File: src/rtl/assert_macros.svh
`ifndef ASSERT_MACROS_SVH
`define ASSERT_MACROS_SVH

// Condition that must hold at every clock edge out of reset.
`define PFD_CHECK(label, cond, msg) \
    label: assert property (@(posedge i_clk) disable iff (!i_rst_n) (cond)) else $error(msg);

// Same-cycle implication.
`define PFD_IMPLY(label, ante, cons, msg) \
    label: assert property (@(posedge i_clk) disable iff (!i_rst_n) (ante) |-> (cons)) \
        else $error(msg);

// Next-cycle implication.
`define PFD_NEXT(label, ante, cons, msg) \
    label: assert property (@(posedge i_clk) disable iff (!i_rst_n) (ante) |=> (cons)) \
        else $error(msg);

`endif

File: src/rtl/pfd_pkg.sv
package pfd_pkg;

    // Window geometry
    localparam int WINDOW_LEN = 10;
    localparam int WIN_AW     = (WINDOW_LEN > 1) ? $clog2(WINDOW_LEN) : 1;
    localparam int COUNT_W    = $clog2(WINDOW_LEN + 1);

    // Field widths
    localparam int ERR_W   = 16;
    localparam int SUM_W   = 20;
    localparam int STAMP_W = 32;
    localparam int ACC_W   = 32;
    localparam int TRIM_W  = 16;

    // Fixed constants
    localparam logic [TRIM_W-1:0] TRIM_MID      = 16'h8000;
    localparam logic [7:0]        COUNTDOWN_RST = 8'd100;
    localparam logic [SUM_W-1:0]  GRADE_BEST    = 20'd10;
    localparam logic [SUM_W-1:0]  GRADE_BETTER  = 20'd50;
    localparam logic [SUM_W-1:0]  GRADE_GOOD    = 20'd500;

    // Unsigned 32-bit divide by 100: (n * magic) >> 37
    localparam logic [30:0] DIV100_MAGIC = 31'h51EB851F;
    localparam int          DIV100_SHIFT = 37;
    localparam int          PROD_W       = 63;

    // Config port
    localparam int CFG_AW = 5;

    // Event kinds
    localparam logic FUNC_PPS = 1'b0;
    localparam logic FUNC_FIX = 1'b1;

    // Lock grades
    localparam logic [1:0] LOCK_BAD    = 2'd0;
    localparam logic [1:0] LOCK_GOOD   = 2'd1;
    localparam logic [1:0] LOCK_BETTER = 2'd2;
    localparam logic [1:0] LOCK_BEST   = 2'd3;

    typedef enum logic [2:0] {
        REG_PROP_GAIN,
        REG_INTEG_GAIN,
        REG_SPAN_LEN,
        REG_OSC_COUNTS,
        REG_INITIAL_TRIM
    } t_reg_idx;

    typedef enum logic [2:0] {
        S_IDLE,
        S_DELTA,
        S_MULT,
        S_ACC,
        S_ABS,
        S_DIV,
        S_TRIM,
        S_EMIT
    } t_state;

    typedef struct packed {
        logic                 func;
        logic [STAMP_W-1:0]   timestamp;
        logic                 fix_valid;
    } t_in_item;

    typedef struct packed {
        logic                     dac_write;
        logic [TRIM_W-1:0]        dac_value;
        logic [1:0]               lock_level;
        logic                     fix_status;
        logic signed [SUM_W-1:0]  window_drift;
    } t_out_item;

    typedef struct packed {
        logic [9:0]  prop_gain;
        logic [9:0]  integ_gain;
        logic [7:0]  span_len;
        logic [23:0] osc_counts;
    } t_cfg;

    typedef struct packed {
        logic              load;
        logic [TRIM_W-1:0] value;
    } t_trim_load;

    typedef struct packed {
        logic              re;
        logic [WIN_AW-1:0] raddr;
        logic              we;
        logic [WIN_AW-1:0] waddr;
        logic [ERR_W-1:0]  wdata;
    } t_win_req;

endpackage

File: src/rtl/pfd_win_ram.sv
module pfd_win_ram (
    input  logic                      i_clk,
    input  pfd_pkg::t_win_req         i_req,
    output logic [pfd_pkg::ERR_W-1:0] o_rdata
);
    import pfd_pkg::*;

    logic [ERR_W-1:0] mem [WINDOW_LEN];
    logic [ERR_W-1:0] r_rdata;

    // Write port
    always_ff @(posedge i_clk) begin
        if (i_req.we) begin
            mem[i_req.waddr] <= i_req.wdata;
        end
    end

    // Registered read port
    always_ff @(posedge i_clk) begin
        if (i_req.re) begin
            r_rdata <= mem[i_req.raddr];
        end
    end

    assign o_rdata = r_rdata;

endmodule

File: src/rtl/pfd_cfg.sv
module pfd_cfg (
    input  logic                       i_clk,
    input  logic                       i_rst_n,
    input  logic                       psel,
    input  logic                       penable,
    input  logic                       pwrite,
    input  logic [pfd_pkg::CFG_AW-1:0] paddr,
    input  logic [31:0]                pwdata,
    output logic [31:0]                prdata,
    output logic                       pready,
    output pfd_pkg::t_cfg              o_cfg,
    output pfd_pkg::t_trim_load        o_trim_load
);
    import pfd_pkg::*;

    logic [9:0]        r_prop_gain;
    logic [9:0]        r_integ_gain;
    logic [7:0]        r_span_len;
    logic [23:0]       r_osc_counts;
    logic [TRIM_W-1:0] r_initial_trim;
    logic [2:0]        w_idx;
    logic              w_wr;

    assign pready = 1'b1;
    assign w_idx  = paddr[4:2];
    assign w_wr   = psel && penable && pwrite && pready;

    // Register writes
    always_ff @(posedge i_clk) begin
        if (!i_rst_n) begin
            r_prop_gain    <= 10'd150;
            r_integ_gain   <= 10'd10;
            r_span_len     <= 8'd100;
            r_osc_counts   <= 24'd10000000;
            r_initial_trim <= TRIM_MID;
        end else if (w_wr) begin
            case (w_idx)
                REG_PROP_GAIN:    r_prop_gain    <= pwdata[9:0];
                REG_INTEG_GAIN:   r_integ_gain   <= pwdata[9:0];
                REG_SPAN_LEN:     r_span_len     <= pwdata[7:0];
                REG_OSC_COUNTS:   r_osc_counts   <= pwdata[23:0];
                REG_INITIAL_TRIM: r_initial_trim <= pwdata[TRIM_W-1:0];
                default: ;
            endcase
        end
    end

    // Read mux
    always_comb begin
        case (w_idx)
            REG_PROP_GAIN:    prdata = {22'd0, r_prop_gain};
            REG_INTEG_GAIN:   prdata = {22'd0, r_integ_gain};
            REG_SPAN_LEN:     prdata = {24'd0, r_span_len};
            REG_OSC_COUNTS:   prdata = {8'd0, r_osc_counts};
            REG_INITIAL_TRIM: prdata = {16'd0, r_initial_trim};
            default:          prdata = 32'd0;
        endcase
    end

    assign o_cfg.prop_gain  = r_prop_gain;
    assign o_cfg.integ_gain = r_integ_gain;
    assign o_cfg.span_len   = r_span_len;
    assign o_cfg.osc_counts = r_osc_counts;

    // Writing the initial trim reloads the trim state in the loop
    assign o_trim_load.load  = w_wr && (w_idx == REG_INITIAL_TRIM);
    assign o_trim_load.value = pwdata[TRIM_W-1:0];

endmodule

File: src/rtl/pfd_ctrl.sv
`include "assert_macros.svh"

module pfd_ctrl (
    input  logic                      i_clk,
    input  logic                      i_rst_n,
    input  pfd_pkg::t_cfg             i_cfg,
    input  pfd_pkg::t_trim_load       i_trim_load,
    input  logic                      i_in_valid,
    input  pfd_pkg::t_in_item         i_in_data,
    output logic                      o_in_stall,
    output logic                      o_out_valid,
    output pfd_pkg::t_out_item        o_out_data,
    input  logic                      i_out_stall,
    output pfd_pkg::t_win_req         o_win_req,
    input  logic [pfd_pkg::ERR_W-1:0] i_win_rdata
);
    import pfd_pkg::*;

    // Control state
    t_state                  r_state, n_state;
    logic                    r_fix;
    logic [7:0]              r_countdown;
    logic [STAMP_W-1:0]      r_last;
    logic                    r_primed;
    logic [COUNT_W-1:0]      r_count;
    logic [WIN_AW-1:0]       r_wr_ptr;
    logic signed [SUM_W-1:0] r_sum;
    logic [ACC_W-1:0]        r_integral;
    logic [ACC_W-1:0]        r_trim_accum;
    logic [1:0]              r_lock;
    logic [TRIM_W-1:0]       r_trim;
    logic                    r_wrote;
    logic                    r_out_valid;

    // Payload
    t_in_item                r_item;
    logic [ERR_W-1:0]        r_expect;
    logic signed [ERR_W-1:0] r_delta;
    logic [ACC_W-1:0]        r_pterm;
    logic [ACC_W-1:0]        r_iterm;
    logic                    r_neg;
    logic [ACC_W-1:0]        r_mag;
    logic [PROD_W-1:0]       r_prod;
    t_out_item               r_out_data;

    // Combinational
    logic                    w_in_fire;
    logic                    w_out_free;
    logic                    w_out_load;
    logic [7:0]              w_cd_dec;
    logic                    w_sample;
    logic signed [ERR_W-1:0] w_delta;
    logic                    w_full;
    logic signed [SUM_W:0]   w_sum_next;
    logic [SUM_W-1:0]        w_sum_abs;
    logic signed [26:0]      w_pterm;
    logic signed [16:0]      w_trim_off;
    logic [ACC_W-1:0]        w_accum_load;
    logic [ACC_W-1:0]        w_accum_next;
    logic [PROD_W-DIV100_SHIFT-1:0] w_quot;
    logic [TRIM_W-1:0]       w_q16;

    assign w_in_fire  = i_in_valid && !o_in_stall;
    assign w_out_free = !r_out_valid || !i_out_stall;
    assign w_cd_dec   = r_countdown - 8'd1;
    assign w_sample   = (i_in_data.func == FUNC_PPS) && r_fix && (w_cd_dec == 8'd0);
    assign w_full     = (r_count == COUNT_W'(WINDOW_LEN));

    // Frequency error: counts in the span minus the expected count, low 16 bits
    assign w_delta = ERR_W'(r_item.timestamp - r_last) - r_expect;

    // Running window sum: add newest, drop oldest once full
    assign w_sum_next = {r_sum[SUM_W-1], r_sum}
                      + {{(SUM_W+1-ERR_W){w_delta[ERR_W-1]}}, w_delta}
                      - (w_full ? {{(SUM_W+1-ERR_W){i_win_rdata[ERR_W-1]}}, i_win_rdata}
                                : {(SUM_W+1){1'b0}});
    assign w_sum_abs  = r_sum[SUM_W-1] ? (~r_sum + 1'b1) : r_sum;

    assign w_pterm      = r_delta * $signed({1'b0, i_cfg.prop_gain});
    assign w_accum_next = r_trim_accum + r_pterm + r_iterm;

    // Initial trim reload: accumulator holds offset times 100
    assign w_trim_off   = $signed({1'b0, i_trim_load.value}) - $signed({1'b0, TRIM_MID});
    assign w_accum_load = {{(ACC_W-17){w_trim_off[16]}}, w_trim_off} * 32'd100;

    assign w_quot = r_prod[PROD_W-1:DIV100_SHIFT];
    assign w_q16  = w_quot[TRIM_W-1:0];

    // Next state
    always_comb begin
        n_state = r_state;
        case (r_state)
            S_IDLE: begin
                if (w_in_fire) begin
                    n_state = w_sample ? S_DELTA : S_EMIT;
                end
            end
            S_DELTA: n_state = r_primed ? S_MULT : S_EMIT;
            S_MULT:  n_state = S_ACC;
            S_ACC:   n_state = S_ABS;
            S_ABS:   n_state = S_DIV;
            S_DIV:   n_state = S_TRIM;
            S_TRIM:  n_state = S_EMIT;
            S_EMIT: begin
                if (w_out_free) begin
                    n_state = S_IDLE;
                end
            end
            default: n_state = S_IDLE;
        endcase
    end

    // State outputs
    always_comb begin
        o_in_stall      = (r_state != S_IDLE);
        w_out_load      = (r_state == S_EMIT) && w_out_free;
        // oldest entry sits where the next write goes
        o_win_req.re    = i_in_valid && (r_state == S_IDLE);
        o_win_req.raddr = r_wr_ptr;
        o_win_req.we    = (r_state == S_DELTA) && r_primed;
        o_win_req.waddr = r_wr_ptr;
        o_win_req.wdata = w_delta;
    end

    // Control registers
    always_ff @(posedge i_clk) begin
        if (!i_rst_n) begin
            r_state      <= S_IDLE;
            r_fix        <= 1'b0;
            r_countdown  <= COUNTDOWN_RST;
            r_last       <= '0;
            r_primed     <= 1'b0;
            r_count      <= '0;
            r_wr_ptr     <= '0;
            r_sum        <= '0;
            r_integral   <= '0;
            r_trim_accum <= '0;
            r_lock       <= LOCK_BAD;
            r_trim       <= TRIM_MID;
            r_wrote      <= 1'b0;
            r_out_valid  <= 1'b0;
            r_neg        <= 1'b0;
        end else begin
            r_state <= n_state;

            if (i_trim_load.load) begin
                r_trim       <= i_trim_load.value;
                r_trim_accum <= w_accum_load;
            end

            case (r_state)
                S_IDLE: begin
                    if (w_in_fire) begin
                        r_wrote <= 1'b0;
                        if (i_in_data.func == FUNC_FIX) begin
                            if (i_in_data.fix_valid != r_fix) begin
                                r_fix <= i_in_data.fix_valid;
                                // fix lost: restart the window, the integral and the lock grade
                                if (!i_in_data.fix_valid) begin
                                    r_primed    <= 1'b0;
                                    r_count     <= '0;
                                    r_wr_ptr    <= '0;
                                    r_sum       <= '0;
                                    r_countdown <= i_cfg.span_len;
                                    r_integral  <= '0;
                                    r_lock      <= LOCK_BAD;
                                end
                            end
                        end else if (!r_fix) begin
                            r_last <= i_in_data.timestamp;
                        end else if (w_cd_dec != 8'd0) begin
                            r_countdown <= w_cd_dec;
                        end else begin
                            r_countdown <= i_cfg.span_len;
                        end
                    end
                end
                S_DELTA: begin
                    r_last <= r_item.timestamp;
                    if (!r_primed) begin
                        // first sample after fix is skipped
                        r_primed <= 1'b1;
                        r_lock   <= LOCK_BAD;
                    end else begin
                        r_sum      <= w_sum_next[SUM_W-1:0];
                        r_integral <= r_integral
                                    + {{(ACC_W-ERR_W){w_delta[ERR_W-1]}}, w_delta};
                        if (!w_full) begin
                            r_count <= r_count + 1'b1;
                        end
                        if (r_wr_ptr == WIN_AW'(WINDOW_LEN - 1)) begin
                            r_wr_ptr <= '0;
                        end else begin
                            r_wr_ptr <= r_wr_ptr + 1'b1;
                        end
                    end
                end
                S_MULT: begin
                    // lock grade from the new window sum
                    if (!w_full) begin
                        r_lock <= LOCK_BAD;
                    end else if (w_sum_abs < GRADE_BEST) begin
                        r_lock <= LOCK_BEST;
                    end else if (w_sum_abs < GRADE_BETTER) begin
                        r_lock <= LOCK_BETTER;
                    end else if (w_sum_abs < GRADE_GOOD) begin
                        r_lock <= LOCK_GOOD;
                    end else begin
                        r_lock <= LOCK_BAD;
                    end
                end
                S_ACC: r_trim_accum <= w_accum_next;
                S_ABS: r_neg <= r_trim_accum[ACC_W-1];
                S_TRIM: begin
                    // truncate toward zero, center on mid-scale
                    r_trim  <= (r_neg ? (~w_q16 + 1'b1) : w_q16) + TRIM_MID;
                    r_wrote <= 1'b1;
                end
                default: ;
            endcase

            if (w_out_load) begin
                r_out_valid <= 1'b1;
            end else if (!i_out_stall) begin
                r_out_valid <= 1'b0;
            end
        end
    end

    // Payload registers
    always_ff @(posedge i_clk) begin
        if ((r_state == S_IDLE) && w_in_fire) begin
            r_item   <= i_in_data;
            r_expect <= ERR_W'(i_cfg.span_len * i_cfg.osc_counts[ERR_W-1:0]);
        end
        if (r_state == S_DELTA) begin
            r_delta <= w_delta;
        end
        if (r_state == S_MULT) begin
            r_pterm <= {{(ACC_W-27){w_pterm[26]}}, w_pterm};
            r_iterm <= r_integral * {22'd0, i_cfg.integ_gain};
        end
        if (r_state == S_ABS) begin
            r_mag <= r_trim_accum[ACC_W-1] ? (~r_trim_accum + 1'b1) : r_trim_accum;
        end
        if (r_state == S_DIV) begin
            r_prod <= {31'd0, r_mag} * {32'd0, DIV100_MAGIC};
        end
        if (w_out_load) begin
            r_out_data.dac_write    <= r_wrote;
            r_out_data.dac_value    <= r_trim;
            r_out_data.lock_level   <= r_lock;
            r_out_data.fix_status   <= r_fix;
            r_out_data.window_drift <= r_sum;
        end
    end

    assign o_out_valid = r_out_valid;
    assign o_out_data  = r_out_data;

    `PFD_CHECK(a_count_range, r_count <= COUNT_W'(WINDOW_LEN), "window count past length")
    `PFD_IMPLY(a_unprimed_empty, !r_primed, r_count == '0 && r_sum == '0, "unprimed window not empty")
    `PFD_IMPLY(a_lock_needs_full, r_lock != LOCK_BAD, w_full, "lock graded on partial window")
    `PFD_NEXT(a_write_then_loop, o_win_req.we, r_state == S_MULT, "window write not followed by PI step")

endmodule

File: src/rtl/pps_frequency_discipline_unit.sv
// PPS frequency discipline unit.
// Input channel (i_in_valid / o_in_stall, i_in_data): one transaction per event,
// either a PPS capture of the free-running oscillator counter or a fix-status update.
// Output channel (o_out_valid / i_out_stall, o_out_data): exactly one transaction per
// input event, carrying the DAC trim, a new-trim flag, the lock grade, the held fix
// state and the window drift sum.
// Fix updates and PPS pulses that do not close a sample span go from acceptance
// straight to the output register, and the next event is taken in the same cycle as
// the answer appears. A pulse that closes a span runs the PI step as a sequence through the
// window memory read/write, two gain multipliers and a divide-by-100 multiplier
// (S_DELTA, S_MULT, S_ACC, S_ABS, S_DIV, S_TRIM, S_EMIT); a skipped first sample goes S_DELTA, S_EMIT.
// One event is in flight at a time; the error window lives in a RAM with a registered read.
// Reset (synchronous, i_rst_n low) restores the register defaults, clears the fix,
// window, integral and lock grade, and sets the trim to mid-scale.
// A stalled result stays in the output register; the unit finishes the next event
// and then holds it until the output register frees, keeping o_in_stall high.
// Configuration registers sit on the APB port at byte addresses 0x0..0x10.
module pps_frequency_discipline_unit (
    input  logic                       i_clk,
    input  logic                       i_rst_n,
    input  logic                       i_in_valid,
    input  pfd_pkg::t_in_item          i_in_data,
    output logic                       o_in_stall,
    output logic                       o_out_valid,
    output pfd_pkg::t_out_item         o_out_data,
    input  logic                       i_out_stall,
    input  logic                       psel,
    input  logic                       penable,
    input  logic                       pwrite,
    input  logic [pfd_pkg::CFG_AW-1:0] paddr,
    input  logic [31:0]                pwdata,
    output logic [31:0]                prdata,
    output logic                       pready
);
    import pfd_pkg::*;

    t_cfg             w_cfg;
    t_trim_load       w_trim_load;
    t_win_req         w_win_req;
    logic [ERR_W-1:0] w_win_rdata;

    // Register file
    pfd_cfg u_cfg (
        .i_clk       (i_clk),
        .i_rst_n     (i_rst_n),
        .psel        (psel),
        .penable     (penable),
        .pwrite      (pwrite),
        .paddr       (paddr),
        .pwdata      (pwdata),
        .prdata      (prdata),
        .pready      (pready),
        .o_cfg       (w_cfg),
        .o_trim_load (w_trim_load)
    );

    // Error window storage
    pfd_win_ram u_win_ram (
        .i_clk   (i_clk),
        .i_req   (w_win_req),
        .o_rdata (w_win_rdata)
    );

    // Sequencer and PI datapath
    pfd_ctrl u_ctrl (
        .i_clk       (i_clk),
        .i_rst_n     (i_rst_n),
        .i_cfg       (w_cfg),
        .i_trim_load (w_trim_load),
        .i_in_valid  (i_in_valid),
        .i_in_data   (i_in_data),
        .o_in_stall  (o_in_stall),
        .o_out_valid (o_out_valid),
        .o_out_data  (o_out_data),
        .i_out_stall (i_out_stall),
        .o_win_req   (w_win_req),
        .i_win_rdata (w_win_rdata)
    );

endmodule

File: config.mk
export PLATFORM = sky130hd
export DESIGN_NAME = pps_frequency_discipline_unit
export DESIGN_NICKNAME = d
export VERILOG_FILES = /design/src/rtl/pfd_pkg.sv /design/src/rtl/pfd_win_ram.sv /design/src/rtl/pfd_cfg.sv /design/src/rtl/pfd_ctrl.sv /design/src/rtl/pps_frequency_discipline_unit.sv
export VERILOG_INCLUDE_DIRS = /design/src /design/src/rtl
export SDC_FILE = /design/constraint.sdc
export NUM_CORES = 2
export LEC_CHECK = 0
export BUFFER_PORTS_ARGS = -buffer_cell sky130_fd_sc_hd__buf_2
export CAP_MARGIN = 0
export CORE_UTILIZATION = 40
export DETAILED_ROUTE_END_ITERATION = 7
export PLACE_DENSITY_LB_ADDON = 0.05
export SLEW_MARGIN = 25
export SYNTH_ARGS = -nofsm -noshare
export SYNTH_HDL_FRONTEND = slang
export SYNTH_SLANG_ARGS = --single-unit
export TNS_END_PERCENT = 50
File: constraint.sdc
create_clock -name i_clk -period 8.4 [get_ports i_clk]
set_input_delay 1.68 -clock i_clk [delete_from_list [all_inputs] [get_ports i_clk]]
set_output_delay 1.68 -clock i_clk [all_outputs]
set_load 0.01 [all_outputs]
==> Word-level counts from Yosys, hierarchy flattened <==
Memory sizes are Yosys's and may differ from the RTL's. A register that Yosys moved wholly into a read port is not among the register bits.
Index checks and enable logic that the tools add are counted.
{ "totals": {"register_bits": 442, "ramBits": 160, "output_inout_bits": 75, "word_cells": 193, "memories": 1} }
{ "memory_table": {"columns": ["name", "depth", "width", "rd", "rd_clocked_by_memory_dff", "wr", "line_no", "rtl"], "rows": [
  ["u_win_ram.mem", 10, 16, 1, 1, 1, "pfd_win_ram.sv:8", "logic [ERR_W-1:0] mem [WINDOW_LEN];"]
]} }
{ "classes": {"addsub": 15, "multipliers": 5, "n_lt_le_gt_ge": 3, "n_eq_ne": 27, "n_mux": 66, "bitwise": 4, "n_reduce_logical": 39} }
{ "ops": {"columns": ["operator", "count"], "rows": [
  ["32-bit 2-to-1 mux", 7],
  ["20-bit 2-to-1 mux", 7],
  ["24-bit one-hot mux with 5 select lines", 1],
  ["32-bit adder", 3],
  ["16-bit 2-to-1 mux", 6],
  ["32-bit one-hot mux with 2 select lines", 1],
  ["32-bit by 31-bit multiplier with 53-bit output, second input constant", 1],
  ["8-bit 2-to-1 mux", 5],
  ["20-bit one-hot mux with 2 select lines", 1],
  ["32-bit by 1-bit adder with 32-bit output, second input constant", 1],
  ["32-bit by 10-bit multiplier with 32-bit output", 1],
  ["32-bit by 5-bit multiplier with 30-bit output, second input constant", 1],
  ["4-bit 2-to-1 mux", 8],
  ["32-bit inverter", 1],
  ["16-bit one-hot mux with 2 select lines", 1],
  ["16-bit subtractor", 2],
  ["31-bit 2-to-1 mux", 1],
  ["16-bit by 11-bit multiplier with 27-bit output", 1],
  ["3-bit one-hot mux with 8 select lines", 1],
  ["20-bit by 1-bit adder with 20-bit output, second input constant", 1],
  ["20-bit by 16-bit adder with 20-bit output", 1],
  ["20-bit by 4-bit < comparator with 1-bit output, second input constant", 1],
  ["20-bit by 6-bit < comparator with 1-bit output, second input constant", 1],
  ["20-bit by 9-bit < comparator with 1-bit output, second input constant", 1],
  ["36 further kinds", 104]
]} }

==> Logic depth before layout (Yosys ltp) <==
{ "depth": {"depth_word": 9, "depth_mapped": 25} }

==> Cells and area by module <==
Synthesis repeated with hierarchy kept, for this count alone.
{ "unflattened": {"cells_unflattened": 6187, "hier_area_um2": 62745.2} }
{ "by_module_without_submodules": {"columns": ["module", "instances", "cells_per_inst", "area_per_inst_um2"], "rows": [
  ["pfd_ctrl", 1, 5469, 52507.9],
  ["pfd_win_ram", 1, 358, 6872.8],
  ["pfd_cfg", 1, 360, 3364.5]
]} }

==> Worst setup path before layout <==
OpenSTA, ideal clock, no wires.
{ "synth_path": {"path_kind": "reg-to-reg", "start": "reg u_ctrl.r_mag[12]", "end": "reg u_ctrl.r_prod[52] (data pin)", "arrival_time_ns": 7.284, "required_time_ns": 8.134, "slack_ns": 0.850, "stages_incl_launch_ff": 26, "n_path_buf": 0, "period_less_slack_ns": 7.550, "path_cell_list": "edfxtp_1 > ha_1 > inv_1 > fa_1 > inv_1 > fa_1 > inv_1 > fa_1 > inv_1 > fa_1 > fa_1 > fa_1 > inv_1 > fa_1 > inv_1 > ha_1 > and4_1 > and3_1 > a221oi_1 > o21ai_0 > o31a_1 > a41o_1 > a41o_1 > o41ai_1 > mux2i_1 > nand4_1"} }
{ "synth_via": {"elab_chain_cells": 1} }
{ "synth_lines": {"columns": ["item", "line_no", "rtl"], "rows": [
  ["from (decl)", "pfd_ctrl.sv:42", "logic [ACC_W-1:0] r_mag;"],
  ["from (signal assigned)", "pfd_ctrl.sv:244", "r_mag <= r_trim_accum[ACC_W-1] ? (~r_trim_accum + 1'b1) : r_trim_accum;"],
  ["32-bit by 31-bit multiplier with 53-bit output", "pfd_ctrl.sv:247", "r_prod <= {31'd0, r_mag} * {32'd0, DIV100_MAGIC};"],
  ["to (signal assigned)", "pfd_ctrl.sv:247", null],
  ["to (decl)", "pfd_ctrl.sv:43", "logic [PROD_W-1:0] r_prod;"]
]} }
No other way between the ends.
A chain may end at the register's enable or synchronous reset.

==> Worst setup path in the final report <==
{ "layout_path": {"start": "reg u_ctrl.r_mag[11]", "end": "reg u_ctrl.r_prod[52] (data pin)"} }
The elaborated chain is that of the path after synthesis.

==> results by group <==
Detailed routing
  • Final WL: 177000 µm
  • ANT nets after route: 0
  • Vias per cell: 5.11
  • Starting DRT DRC Count: 2605
  • DRC Markers: 0
  • DR vias: 42200
  • Routed wire per std cell: 21.4 µm
  • DR pass1 iterations: 5

Timing
  • Final TNS setup: 0 ns
  • Max-slew violation count: 0
  • Final Hold Fails: 0
  • Fin crit period: 8.11 ns
  • Clk_skew: 0.0315 ns
  • Final Cycle Share: 0.965
  • Setup-failing EPs final: 0
  • Worst-Margin Slew: 1.02 ns
  • RSZ-0062 raised after global routing: false
  • Slew HR: 0.312
  • Final worst setup slack: 0.293 ns
  • Fmax: 0.123 GHz

Cells and area
  • Finished Layout Cells: 8254
  • Footprint of the multi-input gates: 41100 µm²
  • Fillers: 14800
  • Nets: 7716
  • Layout cell share with drive strength beyond 1: 0.0693
  • FF+latch area: 15400 µm²
  • Syn-to-layout area delta: 9.47%

Floorplan
  • Die area: 155000 µm²
  • Core area: 152000 µm²
  • Num ports: 153
  • Initial Util: 0.403
  • Die Y: 394 µm
  • Cell row count: 143
  • Die W: 394 µm

Placement
  • Pre-CTS setup slack: 0.320 ns
  • GPL Wtd Cong: 0.886
  • Placed Instances: 8110
  • PortBufs: 117
  • Hpwl dp: 144000 µm

CTS
  • Clock transition at path regs: 0.06 ns
  • Cts hold-fix bufs: 0
  • Clock Latency Late Sink: 0.68 ns
  • Htree depth: 3
  • Total CTS buffers: 74
  • Resized Gates After CTS: 0
  • CTS Root Cell: clkbuf_16
  • Post-CTS Setup Bufs: 0
  • CTS tree: built
  • Clock sink count: 581
  • CTS max path bufs: 3

Synth
  • Post-synth cell types: 77
  • Seq cells post-synth: 581
  • Compound-Gate Fraction of Synth Area: 0.0892
  • EDFF count, synth: 371
  • Mux cell area share after synthesis: 0.0204
  • Mapped Cells: 6075
  • Synthesized area: 61400 µm²
  • Syn Area/Cell: 10.1 µm²
  • XOR/XNOR share of the synthesized area: 0.0384
  • FFs w/ async S/R, synth: 0
  • Sequential area share after synthesis: 0.250
  • Largest family of logic cells by synthesized area: adder cells
  • Simple-Gate Fraction of Synth Area: 0.110
  • Ys Warns: 0
  • Post-Synth Adder-Cell Area: 0.407
  • Synth Flop Type: edfxtp_1

Global routing
  • Initial antenna violation count: 10
  • Grt met2 use: 0.364
  • Met1 usage: 0.341
  • Busiest grt layer: met2
  • Vias in the first global route: 43200
  • Total grt overflow: 0
  • Pin count of the biggest net entering global routing: 106
  • First-pass GRT wire length: 272000 µm
  • GRT Util Overall: 0.231
  • Met3 Resource Use GR: 0.0260

Hold path
  • Hold Crit Class: flop to flop

Run status
  • Status: completed

Run
  • Max Cap Viol: 0

Worst setup path
  • Worst EP arrival: 8.52 ns
  • Crit path max fanout: 6
  • Worst path required time: 8.81 ns
  • Crit start category: flop
  • CP Capture Type: flop
  • Setup CP Type: flop to flop
==> through the flow <==
stage	instance area, µm²	utilization	hold WS (ns)
6_report	67200	0.442	0.430
5_1_grt	67200	0.442	0.449
4_1_cts	67200	0.441	0.434
3_5_place_dp	64700	0.425	0.421
3_3_place_gp	64700	0.425	0.422
2_1_floorplan	61500	-	0.406
==> layout by cell type, fill, tap and decap left out, types with 11 or more instances in the layout <==
master     Yosys  final
nand4_1       20     20
o21bai_1      19     19
o21ai_0      140    138
clkbuf_1     209     16
edfxtp_1     371    371
buf_4          9    107
ha_1         620    620
nor2_1       258    257
clkbuf_16      0     76
mux2i_1       43     43
and2_1       270    268
nor4_1        11     11
xnor2_1      187    176
a211oi_1      61     61
or3_1         19     19
clkinv_1       0     12
nor2b_1       42     40
nor3_1        62     59
o21a_1        27     27
buf_2          0    117
a22oi_1       45     45
a31oi_1       34     34
nand2_1      605    605
nand2b_1      32     32
o22ai_1       11     11
and3_1        24     24
o41ai_1       11     11
a311oi_1      36     36
a21o_1        79     79
fa_1         862    862
xor2_1        82     82
dfxtp_1      210    206
a21oi_1      246    244
o211ai_1      22     22
inv_1       1156   1156
o31ai_1       18     18
mux4_2        32     32
nand3_1       50     50
==> sequential cells by signal (all words and copies together) (netlist names), 20 cells and up <==
signal	cells
u_win_ram.mem	160
u_ctrl.r_sum	20
u_ctrl.r_integral	32
u_ctrl.o_out_data	40
u_ctrl.r_mag	32
u_ctrl.r_iterm	32
u_ctrl.r_pterm	27
u_cfg.r_osc_counts	24
u_ctrl.r_trim_accum	32
==> worst max-delay path: stages (launching register included) <==
cell      delay [ns]
edfxtp_1        0.62
ha_1            0.43
inv_1           0.10
fa_1            0.49
inv_1           0.07
fa_1            0.49
fa_1            0.58
fa_1            0.45
fa_1            0.47
fa_1            0.49
inv_1           0.05
fa_1            0.47
inv_1           0.04
ha_1            0.29
and4_1          0.26
and3_1          0.23
nand4_1         0.24
a311oi_1        0.60
o31a_1          0.42
a41o_1          0.34
a41o_1          0.23
o41ai_1         0.08
buf_4           0.15
mux2i_1         0.14
nand4_1         0.09
==> synthesized netlist by cell type (all sizes together) (82+ instances only) <==
cell	number	area (µm²)
and2	271	1700
o21ai	142	711
edfxtp	371	11100
ha	620	7760
fa	862	17300
nand2	605	2270
xor2	82	718
nor2	258	968
clkbuf	209	785
a21oi	246	1230
xnor2	187	1640
dfxtp	210	4200
inv	1157	4340
==> final timing paths <==
| check | startpoint | endpoint | slack [ns] | cells after the start |
|---|---|---|---|---|
| max reg2reg | u_ctrl.r_mag[11]$_DFFE_PP_ | u_ctrl.r_prod[52]$_DFFE_PP_ | 0.29 | 24 |
| max | u_ctrl.r_mag[11]$_DFFE_PP_ | u_ctrl.r_prod[52]$_DFFE_PP_ | 0.29 | 24 |
| min | u_ctrl.r_trim[13]$_SDFFE_PN0P_ | u_ctrl.o_out_data[36]$_DFFE_PP_ | 0.43 | 0 |
| min reg2reg | u_ctrl.r_trim[13]$_SDFFE_PN0P_ | u_ctrl.o_out_data[36]$_DFFE_PP_ | 0.43 | 0 |
==> per-layer routing <==
metal | up-vias | share of wire
met5 | - | 0.00011
met4 | 2 | 0.019
met3 | 161 | 0.036
met2 | 720 | 0.46
met1 | 21400 | 0.49
li1 | 19900 | -
==> kinds of logic after synthesis <==
family	after synthesis
adder cells (fa/ha/maj)	1482
AND/OR/NAND/NOR	1433
buffers and inverters	1384
AO/OA/AOI/OAI	840
flip-flops	581
XOR/XNOR	269
multiplexers	84
other	2
==> cell type report <==
type / count / area share
multi-input combinational: 4117 / 0.611
sequential: 581 / 0.228
inverter: 1157 / 0.0647
tap: 2030 / 0.0378
clock buffer: 95 / 0.0298
timing repair buffer: 225 / 0.0210
clock inverter: 42 / 0.00729
antenna: 7 / 0.000261
Power is not shown: default switching activity piles up to over one toggle a cycle in this logic, so the estimate is an artifact.
